`config.mk`:
```
export PLATFORM = sky130hd
export DESIGN_NAME = polygon_corner_intersector_unit_flat
export DESIGN_NICKNAME = d
export VERILOG_FILES = /design/src/hdl/pci_pkg.sv /design/src/hdl/pci_if.sv /design/src/hdl/pci_divider.sv /design/src/hdl/pci_datapath.sv /design/src/hdl/pci_ctrl.sv /design/src/hdl/polygon_corner_intersector_unit.sv /design/src/flat_wrapper.sv
export SDC_FILE = /design/constraint.sdc
export NUM_CORES = 2
export LEC_CHECK = 0
export ABC_AREA = 1
export BUFFER_PORTS_ARGS = -buffer_cell sky130_fd_sc_hd__buf_2
export CAP_MARGIN = 20
export CORE_ASPECT_RATIO = 1.25
export CORE_MARGIN = 3
export CORE_UTILIZATION = 30
export CTS_BUF_LIST = sky130_fd_sc_hd__clkbuf_2 sky130_fd_sc_hd__clkbuf_4 sky130_fd_sc_hd__clkbuf_8
export CTS_CLUSTER_SIZE = 12
export DETAILED_ROUTE_END_ITERATION = 10
export SLEW_MARGIN = 15
export SYNTH_ARGS = -nofsm -noshare
export SYNTH_HDL_FRONTEND = slang
export SYNTH_HIERARCHICAL = 1
export SYNTH_SLANG_ARGS = --single-unit
```
`constraint.sdc`:
```
create_clock -name clk -period 12.75 [get_ports clk]
set_input_delay 0 -clock clk [delete_from_list [all_inputs] [get_ports clk]]
set_output_delay 0 -clock clk [all_outputs]
set_load 0.02 [all_outputs]
```
`src/hdl/pci_pkg.sv`:
```
// Shared types and constants of the polygon corner intersector.
// Command and status words between controller and datapath, operand codes.
// No dependencies.
package pci_pkg;

	// configuration register
	localparam int LEN_W = 12;
	localparam logic [LEN_W-1:0] LEN_RESET = 12'd120;

	// result words
	localparam int RES_W = 16;
	localparam logic signed [RES_W-1:0] RES_MAX = 16'sh7FFF;
	localparam logic signed [RES_W-1:0] RES_MIN = 16'sh8000;

	// iterative divider: one overflow bit plus sixteen quotient bits
	localparam int QBITS = RES_W + 1;
	localparam int CNT_W = 5;
	localparam logic [QBITS-1:0] SAT_POS_MAG = 17'd32767;
	localparam logic [QBITS-1:0] SAT_NEG_MAG = 17'd32768;

	// kept line counter
	localparam int KCNT_W = 2;
	localparam logic [KCNT_W-1:0] KCNT_ZERO = 2'd0;
	localparam logic [KCNT_W-1:0] KCNT_ONE = 2'd1;
	localparam logic [KCNT_W-1:0] KCNT_TWO = 2'd2;

	// shared multiplier operand pairs
	localparam int MUL_W = 3;
	localparam logic [MUL_W-1:0] MUL_A_SX = 3'd0;
	localparam logic [MUL_W-1:0] MUL_B_SY = 3'd1;
	localparam logic [MUL_W-1:0] MUL_PA_QB = 3'd2;
	localparam logic [MUL_W-1:0] MUL_QA_PB = 3'd3;
	localparam logic [MUL_W-1:0] MUL_QB_PC = 3'd4;
	localparam logic [MUL_W-1:0] MUL_PB_QC = 3'd5;
	localparam logic [MUL_W-1:0] MUL_PA_QC = 3'd6;
	localparam logic [MUL_W-1:0] MUL_QA_PC = 3'd7;

	// accumulator operations
	localparam int ACC_W = 2;
	localparam logic [ACC_W-1:0] ACC_HOLD = 2'd0;
	localparam logic [ACC_W-1:0] ACC_LOAD = 2'd1;
	localparam logic [ACC_W-1:0] ACC_ADD = 2'd2;
	localparam logic [ACC_W-1:0] ACC_SUB = 2'd3;

	// line pair under test
	localparam logic PAIR_CONSEC = 1'b0;
	localparam logic PAIR_CLOSE = 1'b1;

	// divider numerator select
	localparam logic DIV_X = 1'b0;
	localparam logic DIV_Y = 1'b1;

	typedef struct packed {
		logic load_in;
		logic len_sq;
		logic mul_en;
		logic [MUL_W-1:0] mul_sel;
		logic [ACC_W-1:0] acc_op;
		logic c_load;
		logic first_load;
		logic prev_load;
		logic pair;
		logic det_load;
		logic nx_load;
		logic ny_load;
		logic div_start;
		logic div_sel;
		logic res_wx;
		logic res_wy;
		logic res_clr;
		logic buf_load;
	} pci_cmd_t;

	typedef struct packed {
		logic keep;
		logic closing;
		logic acc_zero;
		logic div_done;
		logic any_res;
		logic buf_empty;
	} pci_sts_t;

endpackage

```
`src/hdl/pci_if.sv`:
```
// Valid/ready channel interfaces: segment input words and corner result words.
// Depends on pci_pkg for the result width.
interface pci_seg_if #(parameter int COORD_BITS = 12);
	logic valid;
	logic ready;
	logic [COORD_BITS-1:0] start_x;
	logic [COORD_BITS-1:0] start_y;
	logic [COORD_BITS-1:0] end_x;
	logic [COORD_BITS-1:0] end_y;
	logic closes_polygon;

	modport source (output valid, start_x, start_y, end_x, end_y, closes_polygon,
		input ready);
	modport sink (input valid, start_x, start_y, end_x, end_y, closes_polygon,
		output ready);
endinterface

interface pci_corner_if;
	logic valid;
	logic ready;
	logic signed [pci_pkg::RES_W-1:0] corner_x;
	logic signed [pci_pkg::RES_W-1:0] corner_y;
	logic is_closing_corner;
	logic last_of_run;

	modport source (output valid, corner_x, corner_y, is_closing_corner, last_of_run,
		input ready);
	modport sink (input valid, corner_x, corner_y, is_closing_corner, last_of_run,
		output ready);
endinterface

```
`src/hdl/pci_divider.sv`:
```
// Iterative signed divider, one quotient bit per cycle, truncating, saturating to 16 bits.
// Depends on pci_pkg.
module pci_divider #(
	parameter int NUM_W = 42
) (
	input  logic clk,
	input  logic arst_n,
	input  logic start,
	input  logic signed [NUM_W-1:0] num,
	input  logic signed [NUM_W-1:0] den,
	output logic done,
	output logic signed [pci_pkg::RES_W-1:0] quo
);
	localparam int SH_W = NUM_W + pci_pkg::RES_W;

	logic [NUM_W-1:0] r_q;
	logic [SH_W-1:0] dsh_q;
	logic [pci_pkg::QBITS-1:0] q_q;
	logic neg_q;
	logic [pci_pkg::CNT_W-1:0] cnt_q;
	logic busy_q;
	logic done_q;

	logic [NUM_W-1:0] num_mag;
	logic [NUM_W-1:0] den_mag;
	logic ge;
	logic [pci_pkg::QBITS-1:0] q_neg;

	assign num_mag = num[NUM_W-1] ? (~num + 1'b1) : num;
	assign den_mag = den[NUM_W-1] ? (~den + 1'b1) : den;
	assign ge = {{pci_pkg::RES_W{1'b0}}, r_q} >= dsh_q;
	assign q_neg = ~q_q + 1'b1;

	always_ff @(posedge clk or negedge arst_n) begin
		if (!arst_n) begin
			busy_q <= 1'b0;
			done_q <= 1'b0;
			cnt_q <= '0;
		end else begin
			done_q <= 1'b0;
			if (start) begin
				busy_q <= 1'b1;
				cnt_q <= pci_pkg::CNT_W'(pci_pkg::QBITS - 1);
			end else if (busy_q) begin
				if (cnt_q == '0) begin
					busy_q <= 1'b0;
					done_q <= 1'b1;
				end else begin
					cnt_q <= cnt_q - 1'b1;
				end
			end
		end
	end

	// first step tests the quotient against 2^16: a set top bit means saturate
	always_ff @(posedge clk) begin
		if (start) begin
			r_q <= num_mag;
			dsh_q <= {den_mag, {pci_pkg::RES_W{1'b0}}};
			q_q <= '0;
			neg_q <= num[NUM_W-1] ^ den[NUM_W-1];
		end else if (busy_q) begin
			if (ge) begin
				r_q <= r_q - dsh_q[NUM_W-1:0];
			end
			q_q <= {q_q[pci_pkg::QBITS-2:0], ge};
			dsh_q <= dsh_q >> 1;
		end
	end

	always_comb begin
		if (neg_q) begin
			quo = (q_q > pci_pkg::SAT_NEG_MAG) ? pci_pkg::RES_MIN
				: $signed(q_neg[pci_pkg::RES_W-1:0]);
		end else begin
			quo = (q_q > pci_pkg::SAT_POS_MAG) ? pci_pkg::RES_MAX
				: $signed(q_q[pci_pkg::RES_W-1:0]);
		end
	end

	assign done = done_q;

endmodule

```
`src/hdl/pci_datapath.sv`:
```
// Datapath: segment registers, length test, line store, shared multiplier,
// accumulator, divider and the two-word result buffer. Depends on pci_pkg, pci_divider.
module pci_datapath #(
	parameter int COORD_BITS = 12
) (
	input  logic clk,
	input  logic arst_n,
	input  pci_pkg::pci_cmd_t cmd,
	output pci_pkg::pci_sts_t sts,
	input  logic cfg_we,
	input  logic [pci_pkg::LEN_W-1:0] cfg_wdata,
	input  logic [COORD_BITS-1:0] start_x,
	input  logic [COORD_BITS-1:0] start_y,
	input  logic [COORD_BITS-1:0] end_x,
	input  logic [COORD_BITS-1:0] end_y,
	input  logic closes_polygon,
	output logic out_valid,
	input  logic out_ready,
	output logic signed [pci_pkg::RES_W-1:0] out_x,
	output logic signed [pci_pkg::RES_W-1:0] out_y,
	output logic out_closing,
	output logic out_last
);
	localparam int KW = COORD_BITS + 1;
	localparam int CW = 2 * COORD_BITS + 3;
	localparam int PW = KW + CW;
	localparam int NW = PW + 1;
	localparam int SQW = (2 * KW + 1 > 2 * pci_pkg::LEN_W + 1) ? 2 * KW + 1
		: 2 * pci_pkg::LEN_W + 1;

	logic [pci_pkg::LEN_W-1:0] lim_q;
	logic [COORD_BITS-1:0] sx_q;
	logic [COORD_BITS-1:0] sy_q;
	logic closing_q;
	logic signed [KW-1:0] cur_a_q, cur_b_q;
	logic signed [CW-1:0] cur_c_q;
	logic signed [KW-1:0] first_a_q, first_b_q, prev_a_q, prev_b_q;
	logic signed [CW-1:0] first_c_q, prev_c_q;
	logic [2*KW-1:0] sqa_q, sqb_q;
	logic [2*pci_pkg::LEN_W-1:0] limsq_q;
	logic signed [PW-1:0] prod_q;
	logic signed [NW-1:0] acc_q, det_q, nx_q, ny_q;
	logic signed [pci_pkg::RES_W-1:0] x0_q, y0_q, x1_q, y1_q;
	logic ok0_q, ok1_q;
	logic signed [pci_pkg::RES_W-1:0] bx0_q, by0_q, bx1_q, by1_q;
	logic bv0_q, bv1_q, bl0_q;

	logic signed [2*KW-1:0] sqa, sqb;
	logic [SQW-1:0] len_sum;
	logic signed [KW-1:0] q_a, q_b;
	logic signed [CW-1:0] q_c;
	logic signed [KW-1:0] op_a;
	logic signed [CW-1:0] op_b;
	logic signed [NW-1:0] prod_ext;
	logic signed [NW-1:0] div_num;
	logic div_done;
	logic signed [pci_pkg::RES_W-1:0] div_quo;

	// configuration register
	always_ff @(posedge clk or negedge arst_n) begin
		if (!arst_n) begin
			lim_q <= pci_pkg::LEN_RESET;
		end else if (cfg_we) begin
			lim_q <= cfg_wdata;
		end
	end

	// segment word and length test
	assign sqa = cur_a_q * cur_a_q;
	assign sqb = cur_b_q * cur_b_q;
	assign len_sum = SQW'(sqa_q) + SQW'(sqb_q);

	always_ff @(posedge clk) begin
		if (cmd.load_in) begin
			sx_q <= start_x;
			sy_q <= start_y;
			closing_q <= closes_polygon;
			cur_a_q <= $signed({1'b0, end_y}) - $signed({1'b0, start_y});
			cur_b_q <= $signed({1'b0, start_x}) - $signed({1'b0, end_x});
		end
		if (cmd.len_sq) begin
			sqa_q <= sqa;
			sqb_q <= sqb;
			limsq_q <= lim_q * lim_q;
		end
		if (cmd.c_load) begin
			cur_c_q <= acc_q[CW-1:0];
		end
	end

	// line store
	always_ff @(posedge clk or negedge arst_n) begin
		if (!arst_n) begin
			first_a_q <= '0;
			first_b_q <= '0;
			first_c_q <= '0;
			prev_a_q <= '0;
			prev_b_q <= '0;
			prev_c_q <= '0;
		end else begin
			if (cmd.first_load) begin
				first_a_q <= cur_a_q;
				first_b_q <= cur_b_q;
				first_c_q <= cur_c_q;
			end
			if (cmd.prev_load) begin
				prev_a_q <= cur_a_q;
				prev_b_q <= cur_b_q;
				prev_c_q <= cur_c_q;
			end
		end
	end

	// p is always the previous line, q the new one or the first one
	assign q_a = (cmd.pair == pci_pkg::PAIR_CLOSE) ? first_a_q : cur_a_q;
	assign q_b = (cmd.pair == pci_pkg::PAIR_CLOSE) ? first_b_q : cur_b_q;
	assign q_c = (cmd.pair == pci_pkg::PAIR_CLOSE) ? first_c_q : cur_c_q;

	always_comb begin
		case (cmd.mul_sel)
			pci_pkg::MUL_A_SX: begin
				op_a = cur_a_q;
				op_b = $signed({{(CW-COORD_BITS){1'b0}}, sx_q});
			end
			pci_pkg::MUL_B_SY: begin
				op_a = cur_b_q;
				op_b = $signed({{(CW-COORD_BITS){1'b0}}, sy_q});
			end
			pci_pkg::MUL_PA_QB: begin
				op_a = prev_a_q;
				op_b = $signed({{(CW-KW){q_b[KW-1]}}, q_b});
			end
			pci_pkg::MUL_QA_PB: begin
				op_a = q_a;
				op_b = $signed({{(CW-KW){prev_b_q[KW-1]}}, prev_b_q});
			end
			pci_pkg::MUL_QB_PC: begin
				op_a = q_b;
				op_b = prev_c_q;
			end
			pci_pkg::MUL_PB_QC: begin
				op_a = prev_b_q;
				op_b = q_c;
			end
			pci_pkg::MUL_PA_QC: begin
				op_a = prev_a_q;
				op_b = q_c;
			end
			pci_pkg::MUL_QA_PC: begin
				op_a = q_a;
				op_b = prev_c_q;
			end
			default: begin
				op_a = cur_a_q;
				op_b = $signed({{(CW-COORD_BITS){1'b0}}, sx_q});
			end
		endcase
	end

	assign prod_ext = $signed({prod_q[PW-1], prod_q});

	always_ff @(posedge clk) begin
		if (cmd.mul_en) begin
			prod_q <= op_a * op_b;
		end
		case (cmd.acc_op)
			pci_pkg::ACC_LOAD: acc_q <= prod_ext;
			pci_pkg::ACC_ADD: acc_q <= acc_q + prod_ext;
			pci_pkg::ACC_SUB: acc_q <= acc_q - prod_ext;
			default: acc_q <= acc_q;
		endcase
		if (cmd.det_load) begin
			det_q <= acc_q;
		end
		if (cmd.nx_load) begin
			nx_q <= acc_q;
		end
		if (cmd.ny_load) begin
			ny_q <= acc_q;
		end
	end

	assign div_num = (cmd.div_sel == pci_pkg::DIV_Y) ? ny_q : nx_q;

	pci_divider #(
		.NUM_W(NW)
	) u_div (
		.clk(clk),
		.arst_n(arst_n),
		.start(cmd.div_start),
		.num(div_num),
		.den(det_q),
		.done(div_done),
		.quo(div_quo)
	);

	// per-item results, slot picked by the pair under test
	always_ff @(posedge clk) begin
		if (cmd.res_wx) begin
			if (cmd.pair == pci_pkg::PAIR_CLOSE) begin
				x1_q <= div_quo;
			end else begin
				x0_q <= div_quo;
			end
		end
		if (cmd.res_wy) begin
			if (cmd.pair == pci_pkg::PAIR_CLOSE) begin
				y1_q <= div_quo;
			end else begin
				y0_q <= div_quo;
			end
		end
		if (cmd.buf_load) begin
			bx0_q <= x0_q;
			by0_q <= y0_q;
			bx1_q <= x1_q;
			by1_q <= y1_q;
		end
	end

	always_ff @(posedge clk or negedge arst_n) begin
		if (!arst_n) begin
			ok0_q <= 1'b0;
			ok1_q <= 1'b0;
			bv0_q <= 1'b0;
			bv1_q <= 1'b0;
			bl0_q <= 1'b0;
		end else begin
			if (cmd.res_clr) begin
				ok0_q <= 1'b0;
				ok1_q <= 1'b0;
			end else if (cmd.res_wy) begin
				if (cmd.pair == pci_pkg::PAIR_CLOSE) begin
					ok1_q <= 1'b1;
				end else begin
					ok0_q <= 1'b1;
				end
			end
			// buffer loads only when empty, so load and pop never meet
			if (cmd.buf_load) begin
				bv0_q <= ok0_q;
				bv1_q <= ok1_q;
				bl0_q <= !ok1_q;
			end else if (out_valid && out_ready) begin
				if (bv0_q) begin
					bv0_q <= 1'b0;
				end else begin
					bv1_q <= 1'b0;
				end
			end
		end
	end

	assign out_valid = bv0_q | bv1_q;
	assign out_x = bv0_q ? bx0_q : bx1_q;
	assign out_y = bv0_q ? by0_q : by1_q;
	assign out_closing = !bv0_q;
	assign out_last = bv0_q ? bl0_q : 1'b1;

	assign sts.keep = len_sum > SQW'(limsq_q);
	assign sts.closing = closing_q;
	assign sts.acc_zero = (acc_q == '0);
	assign sts.div_done = div_done;
	assign sts.any_res = ok0_q | ok1_q;
	assign sts.buf_empty = !out_valid;

endmodule

```
`src/hdl/pci_ctrl.sv`:
```
// Controller: sequences the length test, line forming, Cramer's rule products,
// divisions and result hand-off. Depends on pci_pkg.
module pci_ctrl (
	input  logic clk,
	input  logic arst_n,
	input  logic in_valid,
	output logic in_ready,
	input  pci_pkg::pci_sts_t sts,
	output pci_pkg::pci_cmd_t cmd
);
	localparam int ST_W = 5;
	localparam logic [ST_W-1:0] S_IDLE = 5'd0;
	localparam logic [ST_W-1:0] S_LEN = 5'd1;
	localparam logic [ST_W-1:0] S_KEEP = 5'd2;
	localparam logic [ST_W-1:0] S_C1 = 5'd3;
	localparam logic [ST_W-1:0] S_C2 = 5'd4;
	localparam logic [ST_W-1:0] S_C3 = 5'd5;
	localparam logic [ST_W-1:0] S_C4 = 5'd6;
	localparam logic [ST_W-1:0] S_C5 = 5'd7;
	localparam logic [ST_W-1:0] S_UPD = 5'd8;
	localparam logic [ST_W-1:0] S_CLOSE = 5'd9;
	localparam logic [ST_W-1:0] S_M1 = 5'd10;
	localparam logic [ST_W-1:0] S_M2 = 5'd11;
	localparam logic [ST_W-1:0] S_M3 = 5'd12;
	localparam logic [ST_W-1:0] S_M4 = 5'd13;
	localparam logic [ST_W-1:0] S_M5 = 5'd14;
	localparam logic [ST_W-1:0] S_M6 = 5'd15;
	localparam logic [ST_W-1:0] S_M7 = 5'd16;
	localparam logic [ST_W-1:0] S_M8 = 5'd17;
	localparam logic [ST_W-1:0] S_M9 = 5'd18;
	localparam logic [ST_W-1:0] S_M10 = 5'd19;
	localparam logic [ST_W-1:0] S_DX = 5'd20;
	localparam logic [ST_W-1:0] S_DY = 5'd21;
	localparam logic [ST_W-1:0] S_FIN = 5'd22;

	logic [ST_W-1:0] state_q, state_d;
	logic [pci_pkg::KCNT_W-1:0] kcnt_q, kcnt_d;
	logic pair_q, pair_d;
	logic [ST_W-1:0] meet_end;

	assign meet_end = (pair_q == pci_pkg::PAIR_CLOSE) ? S_FIN : S_UPD;

	always_comb begin
		state_d = state_q;
		kcnt_d = kcnt_q;
		pair_d = pair_q;
		cmd = '0;
		cmd.pair = pair_q;
		cmd.mul_sel = pci_pkg::MUL_A_SX;
		cmd.acc_op = pci_pkg::ACC_HOLD;
		cmd.div_sel = pci_pkg::DIV_X;
		in_ready = 1'b0;
		case (state_q)
			S_IDLE: begin
				in_ready = 1'b1;
				if (in_valid) begin
					cmd.load_in = 1'b1;
					cmd.res_clr = 1'b1;
					state_d = S_LEN;
				end
			end
			S_LEN: begin
				cmd.len_sq = 1'b1;
				state_d = S_KEEP;
			end
			S_KEEP: begin
				state_d = sts.keep ? S_C1 : S_CLOSE;
			end
			// c = a*sx + b*sy
			S_C1: begin
				cmd.mul_en = 1'b1;
				cmd.mul_sel = pci_pkg::MUL_A_SX;
				state_d = S_C2;
			end
			S_C2: begin
				cmd.acc_op = pci_pkg::ACC_LOAD;
				cmd.mul_en = 1'b1;
				cmd.mul_sel = pci_pkg::MUL_B_SY;
				state_d = S_C3;
			end
			S_C3: begin
				cmd.acc_op = pci_pkg::ACC_ADD;
				state_d = S_C4;
			end
			S_C4: begin
				cmd.c_load = 1'b1;
				state_d = S_C5;
			end
			S_C5: begin
				if (kcnt_q == pci_pkg::KCNT_ZERO) begin
					cmd.first_load = 1'b1;
					cmd.prev_load = 1'b1;
					kcnt_d = pci_pkg::KCNT_ONE;
					state_d = S_CLOSE;
				end else begin
					pair_d = pci_pkg::PAIR_CONSEC;
					state_d = S_M1;
				end
			end
			S_UPD: begin
				cmd.prev_load = 1'b1;
				kcnt_d = pci_pkg::KCNT_TWO;
				state_d = S_CLOSE;
			end
			S_CLOSE: begin
				if (sts.closing && (kcnt_q != pci_pkg::KCNT_ZERO)) begin
					pair_d = pci_pkg::PAIR_CLOSE;
					state_d = S_M1;
				end else begin
					state_d = S_FIN;
				end
			end
			// det = pa*qb - qa*pb
			S_M1: begin
				cmd.mul_en = 1'b1;
				cmd.mul_sel = pci_pkg::MUL_PA_QB;
				state_d = S_M2;
			end
			S_M2: begin
				cmd.acc_op = pci_pkg::ACC_LOAD;
				cmd.mul_en = 1'b1;
				cmd.mul_sel = pci_pkg::MUL_QA_PB;
				state_d = S_M3;
			end
			S_M3: begin
				cmd.acc_op = pci_pkg::ACC_SUB;
				state_d = S_M4;
			end
			// drop the pair on parallel lines; else nx = qb*pc - pb*qc
			S_M4: begin
				cmd.det_load = 1'b1;
				if (sts.acc_zero) begin
					state_d = meet_end;
				end else begin
					cmd.mul_en = 1'b1;
					cmd.mul_sel = pci_pkg::MUL_QB_PC;
					state_d = S_M5;
				end
			end
			S_M5: begin
				cmd.acc_op = pci_pkg::ACC_LOAD;
				cmd.mul_en = 1'b1;
				cmd.mul_sel = pci_pkg::MUL_PB_QC;
				state_d = S_M6;
			end
			S_M6: begin
				cmd.acc_op = pci_pkg::ACC_SUB;
				state_d = S_M7;
			end
			// ny = pa*qc - qa*pc
			S_M7: begin
				cmd.nx_load = 1'b1;
				cmd.mul_en = 1'b1;
				cmd.mul_sel = pci_pkg::MUL_PA_QC;
				state_d = S_M8;
			end
			S_M8: begin
				cmd.acc_op = pci_pkg::ACC_LOAD;
				cmd.mul_en = 1'b1;
				cmd.mul_sel = pci_pkg::MUL_QA_PC;
				state_d = S_M9;
			end
			S_M9: begin
				cmd.acc_op = pci_pkg::ACC_SUB;
				state_d = S_M10;
			end
			S_M10: begin
				cmd.ny_load = 1'b1;
				cmd.div_start = 1'b1;
				cmd.div_sel = pci_pkg::DIV_X;
				state_d = S_DX;
			end
			S_DX: begin
				if (sts.div_done) begin
					cmd.res_wx = 1'b1;
					cmd.div_start = 1'b1;
					cmd.div_sel = pci_pkg::DIV_Y;
					state_d = S_DY;
				end
			end
			S_DY: begin
				cmd.div_sel = pci_pkg::DIV_Y;
				if (sts.div_done) begin
					cmd.res_wy = 1'b1;
					state_d = meet_end;
				end
			end
			// with results to hand off, hold until the previous results have drained
			S_FIN: begin
				if (!sts.any_res || sts.buf_empty) begin
					cmd.buf_load = sts.any_res;
					if (sts.closing) begin
						kcnt_d = pci_pkg::KCNT_ZERO;
					end
					state_d = S_IDLE;
				end
			end
			default: begin
				state_d = S_IDLE;
			end
		endcase
	end

	always_ff @(posedge clk or negedge arst_n) begin
		if (!arst_n) begin
			state_q <= S_IDLE;
			kcnt_q <= pci_pkg::KCNT_ZERO;
			pair_q <= pci_pkg::PAIR_CONSEC;
		end else begin
			state_q <= state_d;
			kcnt_q <= kcnt_d;
			pair_q <= pair_d;
		end
	end

endmodule

```
`src/hdl/polygon_corner_intersector_unit.sv`:
```
// Corner intersector, one segment word in work at a time. A dropped segment ends after
// the length test, a kept one also forms its line; the pair with the previous line and the
// closing pair each add det, nx, ny through the multiplier and two divisions; a parallel
// pair stops at det. Corners leave a two-word buffer the next cycle; a later segment with
// corners holds at its end until the buffer drains. Uses pci_pkg, pci_if, pci_ctrl,
// pci_datapath. arst_n clears control, lines, buffer; limit resets to 120.
module polygon_corner_intersector_unit #(
	parameter int COORD_BITS = 12
) (
	input  logic clk,
	input  logic arst_n,
	pci_seg_if.sink seg,
	pci_corner_if.source corner,
	input  logic cfg_we,
	input  logic [pci_pkg::LEN_W-1:0] cfg_wdata
);
	// Flow of one segment word:
	//   accept -> square dx, dy and the limit -> compare
	//   kept: form c with the shared multiplier, then either store the first line
	//   of the polygon or intersect the previous line with this one
	//   closing: intersect the last kept line with the first line, clear the count
	// Each intersection runs det, nx, ny through one multiplier and accumulator,
	// then divides nx and ny by det in the iterative divider. A zero det drops
	// the pair right after det is known.

	pci_pkg::pci_cmd_t cmd;
	pci_pkg::pci_sts_t sts;
	logic in_ready;

	assign seg.ready = in_ready;

	pci_ctrl u_ctrl (
		.clk(clk),
		.arst_n(arst_n),
		.in_valid(seg.valid),
		.in_ready(in_ready),
		.sts(sts),
		.cmd(cmd)
	);

	// datapath drives the corner word straight from its result buffer
	pci_datapath #(
		.COORD_BITS(COORD_BITS)
	) u_dp (
		.clk(clk),
		.arst_n(arst_n),
		.cmd(cmd),
		.sts(sts),
		.cfg_we(cfg_we),
		.cfg_wdata(cfg_wdata),
		.start_x(seg.start_x),
		.start_y(seg.start_y),
		.end_x(seg.end_x),
		.end_y(seg.end_y),
		.closes_polygon(seg.closes_polygon),
		.out_valid(corner.valid),
		.out_ready(corner.ready),
		.out_x(corner.corner_x),
		.out_y(corner.corner_y),
		.out_closing(corner.is_closing_corner),
		.out_last(corner.last_of_run)
	);

endmodule

```
`src/flat_wrapper.sv`:
```
// flat-port wrapper written by rule: the top's interface ports become plain ports
module polygon_corner_intersector_unit_flat 
#(
	parameter int COORD_BITS = 12
)
  (clk, arst_n, cfg_we, cfg_wdata, seg_valid, seg_start_x, seg_start_y, seg_end_x, seg_end_y, seg_closes_polygon, seg_ready, corner_valid, corner_corner_x, corner_corner_y, corner_is_closing_corner, corner_last_of_run, corner_ready);
  pci_seg_if #(.COORD_BITS(COORD_BITS)) seg_i ();
  pci_corner_if corner_i ();
  input  logic clk;
  input  logic arst_n;
  input  logic cfg_we;
  input  logic [pci_pkg::LEN_W-1:0] cfg_wdata;
  input wire logic [$bits(seg_i.valid)-1:0] seg_valid;
  input wire logic [$bits(seg_i.start_x)-1:0] seg_start_x;
  input wire logic [$bits(seg_i.start_y)-1:0] seg_start_y;
  input wire logic [$bits(seg_i.end_x)-1:0] seg_end_x;
  input wire logic [$bits(seg_i.end_y)-1:0] seg_end_y;
  input wire logic [$bits(seg_i.closes_polygon)-1:0] seg_closes_polygon;
  output wire logic [$bits(seg_i.ready)-1:0] seg_ready;
  output wire logic [$bits(corner_i.valid)-1:0] corner_valid;
  output wire logic [$bits(corner_i.corner_x)-1:0] corner_corner_x;
  output wire logic [$bits(corner_i.corner_y)-1:0] corner_corner_y;
  output wire logic [$bits(corner_i.is_closing_corner)-1:0] corner_is_closing_corner;
  output wire logic [$bits(corner_i.last_of_run)-1:0] corner_last_of_run;
  input wire logic [$bits(corner_i.ready)-1:0] corner_ready;
  assign seg_i.valid = seg_valid;
  assign seg_i.start_x = seg_start_x;
  assign seg_i.start_y = seg_start_y;
  assign seg_i.end_x = seg_end_x;
  assign seg_i.end_y = seg_end_y;
  assign seg_i.closes_polygon = seg_closes_polygon;
  assign seg_ready = seg_i.ready;
  assign corner_valid = corner_i.valid;
  assign corner_corner_x = corner_i.corner_x;
  assign corner_corner_y = corner_i.corner_y;
  assign corner_is_closing_corner = corner_i.is_closing_corner;
  assign corner_last_of_run = corner_i.last_of_run;
  assign corner_i.ready = corner_ready;
  polygon_corner_intersector_unit #(.COORD_BITS(COORD_BITS)) u_core (.clk(clk), .arst_n(arst_n), .seg(seg_i), .corner(corner_i), .cfg_we(cfg_we), .cfg_wdata(cfg_wdata));
endmodule
```
==> results_dict.tcl <==
set metrics [dict create \
    cp-startpoint "u_core/u_dp/acc_q[28]" \
    worstRegToRegCells 31 \
    post_drt_via_cell_ratio 4.814 \
    crit_family "simple AND/OR/NAND/NOR gates" \
    reg2reg_to "u_core/u_dp/prod_q[32]" \
    rr_startpoint "u_core/u_dp/acc_q[28]" \
    yosysWarnings 6 \
    cts_tree "done" \
    syn_area_sq_um 68660 \
    numCtsBuffers 135 \
    final_area_sq_um 76830 \
    r2r_setup_slack_ns 2.19 \
    netlist_instances 8127 \
    grt_first_pass_wirelength_um 320600 \
    crit_type "flop to flop" \
    ys.flop_type "edfxtp_1" \
    dpl.cell_count 11050 \
    core_sq_um 226700 \
    die_x_um 433.9 \
    die-area_sq_um 234700 \
    async_reset_ff_frac 0.1872 \
    wl_um 206000 \
    place.gp.congestion 0.9601 \
    clock_sinks 737 \
    drcViolationCount 0 \
    crit_path_end "u_core/u_dp/prod_q[32]" \
    detailed_place_hpwl_um 165800 \
    status "finished, final reports clean" \
    portBuffers 101 \
    antenna_found_initial 2 \
    areaGrowthSynthToFinish_pct 11.90 \
    hold_viol 0 \
    grt_max_degree 107 \
    clockRootBuffer "clkbuf_8" \
    clk_path_buf_depth 3 \
    finClkSkew_ns 0.04642 \
    ys_seq_area_frac 0.3075 \
    clk_pin_slew_worst_paths_ns 0.06 \
    dpl_cell_area_sq_um 72550 \
    critPathLaunchType "flop" \
    fin_crit_sh 0.8286 \
    rsz0062_at_grt "false" \
    maxSlewHeadroom 0.2469 \
    grtUsageTotal 0.1753 \
    worst_slew_pin_slew_ns 1.127 \
    synthDistinctLibCells 61 \
    cpMostUsedCell "nand2_1" \
    vias 55090 \
    setup_tns_ns 0 \
    io_pins 102 \
    clk_latency_ns 0.87 \
    fin_cells 11440 \
    slowest_stage "inv_2" \
    h-tree-depth 4 \
    cp_data_arrival_time_ns 11.18 \
    finalSetupViolations 0 \
    synth_area_per_cell_sq_um 8.448 \
    cp_num_cells 31 \
    cp-end-kind "flop" \
    cp_max_fo 28 \
    grt_overflow 0 \
    maxCapViolCount 0 \
    path_buf_inv 7 \
    die_height_um 540.9 \
    crit_path_max_incr_delay_ns 0.88 \
    fin_nets 9581 \
    first_pass_iters 8 \
    rows 195 \
    wire_per_inst_um 18.00 \
    cp.required_ns 13.37 \
    synth_seq_cells 737 \
    ant_nets 0 \
    slew_viol_final 0 \
    drt_iter0_drc 3737 \
    synth-edff-count 566 \
    grt_pass1_vias 56940 \
    initial_core_util 0.3029 \
    hold_class "input port to flop" \
    fin_crit_ns 10.56 \
    drive_above_1_share 0.07082 \
    min_from "seg_start_y[0]" \
    max_freq_mhz 94.66 \
    synth_nets 9329 \
]
cell type report:
| class | count | area [sq um] |
|---|---|---|
| Inverter | 1568 | 5886 |
| Sequential cell | 737 | 21120 |
| Clock buffer | 179 | 2238 |
| Tap cell | 2955 | 3697 |
| Multi-Input combinational cell | 5634 | 40920 |
| Antenna cell | 2 | 5.005 |
| Timing Repair Buffer | 303 | 2431 |
| Fill cell | 23410 | 149800 |
| Clock inverter | 65 | 533.0 |
cell families (layout without fill, tap and decap cells):
family / Yosys count / count (layout) / synth area share
AO/OA/AOI/OAI: 1018 / 1018 / 0.08336
XOR/XNOR: 211 / 211 / 0.02692
adder cells (fa/ha/maj): 1136 / 1136 / 0.2819
buffers and inverters: 1756 / 2115 / 0.09724
flip-flops: 737 / 737 / 0.3075
multiplexers: 45 / 45 / 0.007381
other: 0 / 2 / 0
AND/OR/NAND/NOR: 3224 / 3224 / 0.1956
metal layers:
layer	track usage	wire, um	share of wire	vias up
li1	-	-	-	26350
met1	0.2138	84020	0.41	26740
met2	0.3047	101900	0.49	1563
met3	0.02411	10130	0.049	435
met4	0.08051	9930	0.048	0
met5	0	0	0	-
synthesized netlist by cell type, drive strengths merged (45+ instances only):
library cell | n | area share
a21oi | 372 | 0.028
buf | 73 | 0.0052
clkbuf | 115 | 0.0063
dfrtp | 134 | 0.049
edfxtp | 566 | 0.25
fa | 685 | 0.20
ha | 451 | 0.082
inv | 1565 | 0.086
mux2 | 45 | 0.0074
nand2 | 1923 | 0.11
nand3 | 326 | 0.024
nand4 | 67 | 0.0061
nor2 | 725 | 0.041
nor3 | 94 | 0.0092
o21ai | 423 | 0.032
o22ai | 57 | 0.0052
xnor2 | 75 | 0.0096
xor2 | 136 | 0.017
cells in the final DEF, fill, tap and decap left out, types with 33 or more instances in the layout:
cell,n
nand2_1,1914
inv_1,1517
nor2_1,699
fa_1,685
edfxtp_1,566
ha_1,451
o21ai_0,385
a21oi_1,367
nand3_1,317
dlygate4sd3_1,145
clkbuf_8,143
xor2_1,136
dfrtp_1,133
buf_2,100
xnor2_1,75
nor3_1,72
nand4_1,67
o22ai_1,57
buf_4,55
inv_2,47
mux2_2,45
clkbuf_4,36
nor4_1,34
dfxtp_1,33
sequential cells by signal, indices dropped and copies added, names as in the netlist, 17 cells and up:
| signal | cells |
|---|---|
| u_core/u_dp/nx_q | 41 |
| u_core/u_dp/sqa_q | 25 |
| u_core/u_dp/sqb_q | 25 |
| u_core/u_dp/prod_q | 40 |
| u_core/u_dp/det_q | 41 |
| u_core/u_dp/prev_c_q | 27 |
| u_core/u_dp/u_div/dsh_q | 57 |
| u_core/u_dp/limsq_q | 23 |
| u_core/u_dp/u_div/r_q | 41 |
| u_core/u_dp/acc_q | 41 |
| u_core/u_dp/cur_c_q | 27 |
| u_core/u_dp/ny_q | 41 |
| u_core/u_dp/first_c_q | 27 |
| u_core/u_dp/u_div/q_q | 17 |
tightest hold or removal path: stages:
cell,delay [ns]
dlygate4sd3_1,0.53
buf_2,0.11
ha_1,0.12
inv_1,0.04
timing repair:
| item | CTS | global route |
|---|---|---|
| endpoints found under the hold margin | 147 | 0 |
| gates resized for setup | 0 | 0 |
| hold buffers | 145 | 0 |
| setup buffers | 0 | 0 |
worst min path at each step:
stage / to / cells after the start
final: u_core/u_dp/cur_a_q[0] / 4
after global routing: u_core/u_dp/cur_a_q[0] / 4
after CTS: u_core/u_dp/cur_a_q[0] / 4
after detailed placement: u_core/u_dp/lim_q[0] / 1
after global placement: u_core/u_dp/lim_q[0] / 1
after floorplan: u_core/u_ctrl/kcnt_q[0] / 0
through the flow:
| step | setup slack [ns] | hold slack, ns | util |
|---|---|---|---|
| floorplan | 3.807 | -0.2956 | - |
| global placement | 2.178 | -0.1317 | 0.3201 |
| detailed placement | 2.086 | -0.1323 | 0.3201 |
| CTS | 2.058 | 0.006254 | 0.3387 |
| global route | 1.348 | 0.06370 | 0.3390 |
| finish | 2.185 | 0.1138 | 0.3390 |
Power is left out: the tool's default activity adds up to more than one toggle a clock period on the data nets, which glitch-free logic cannot reach.
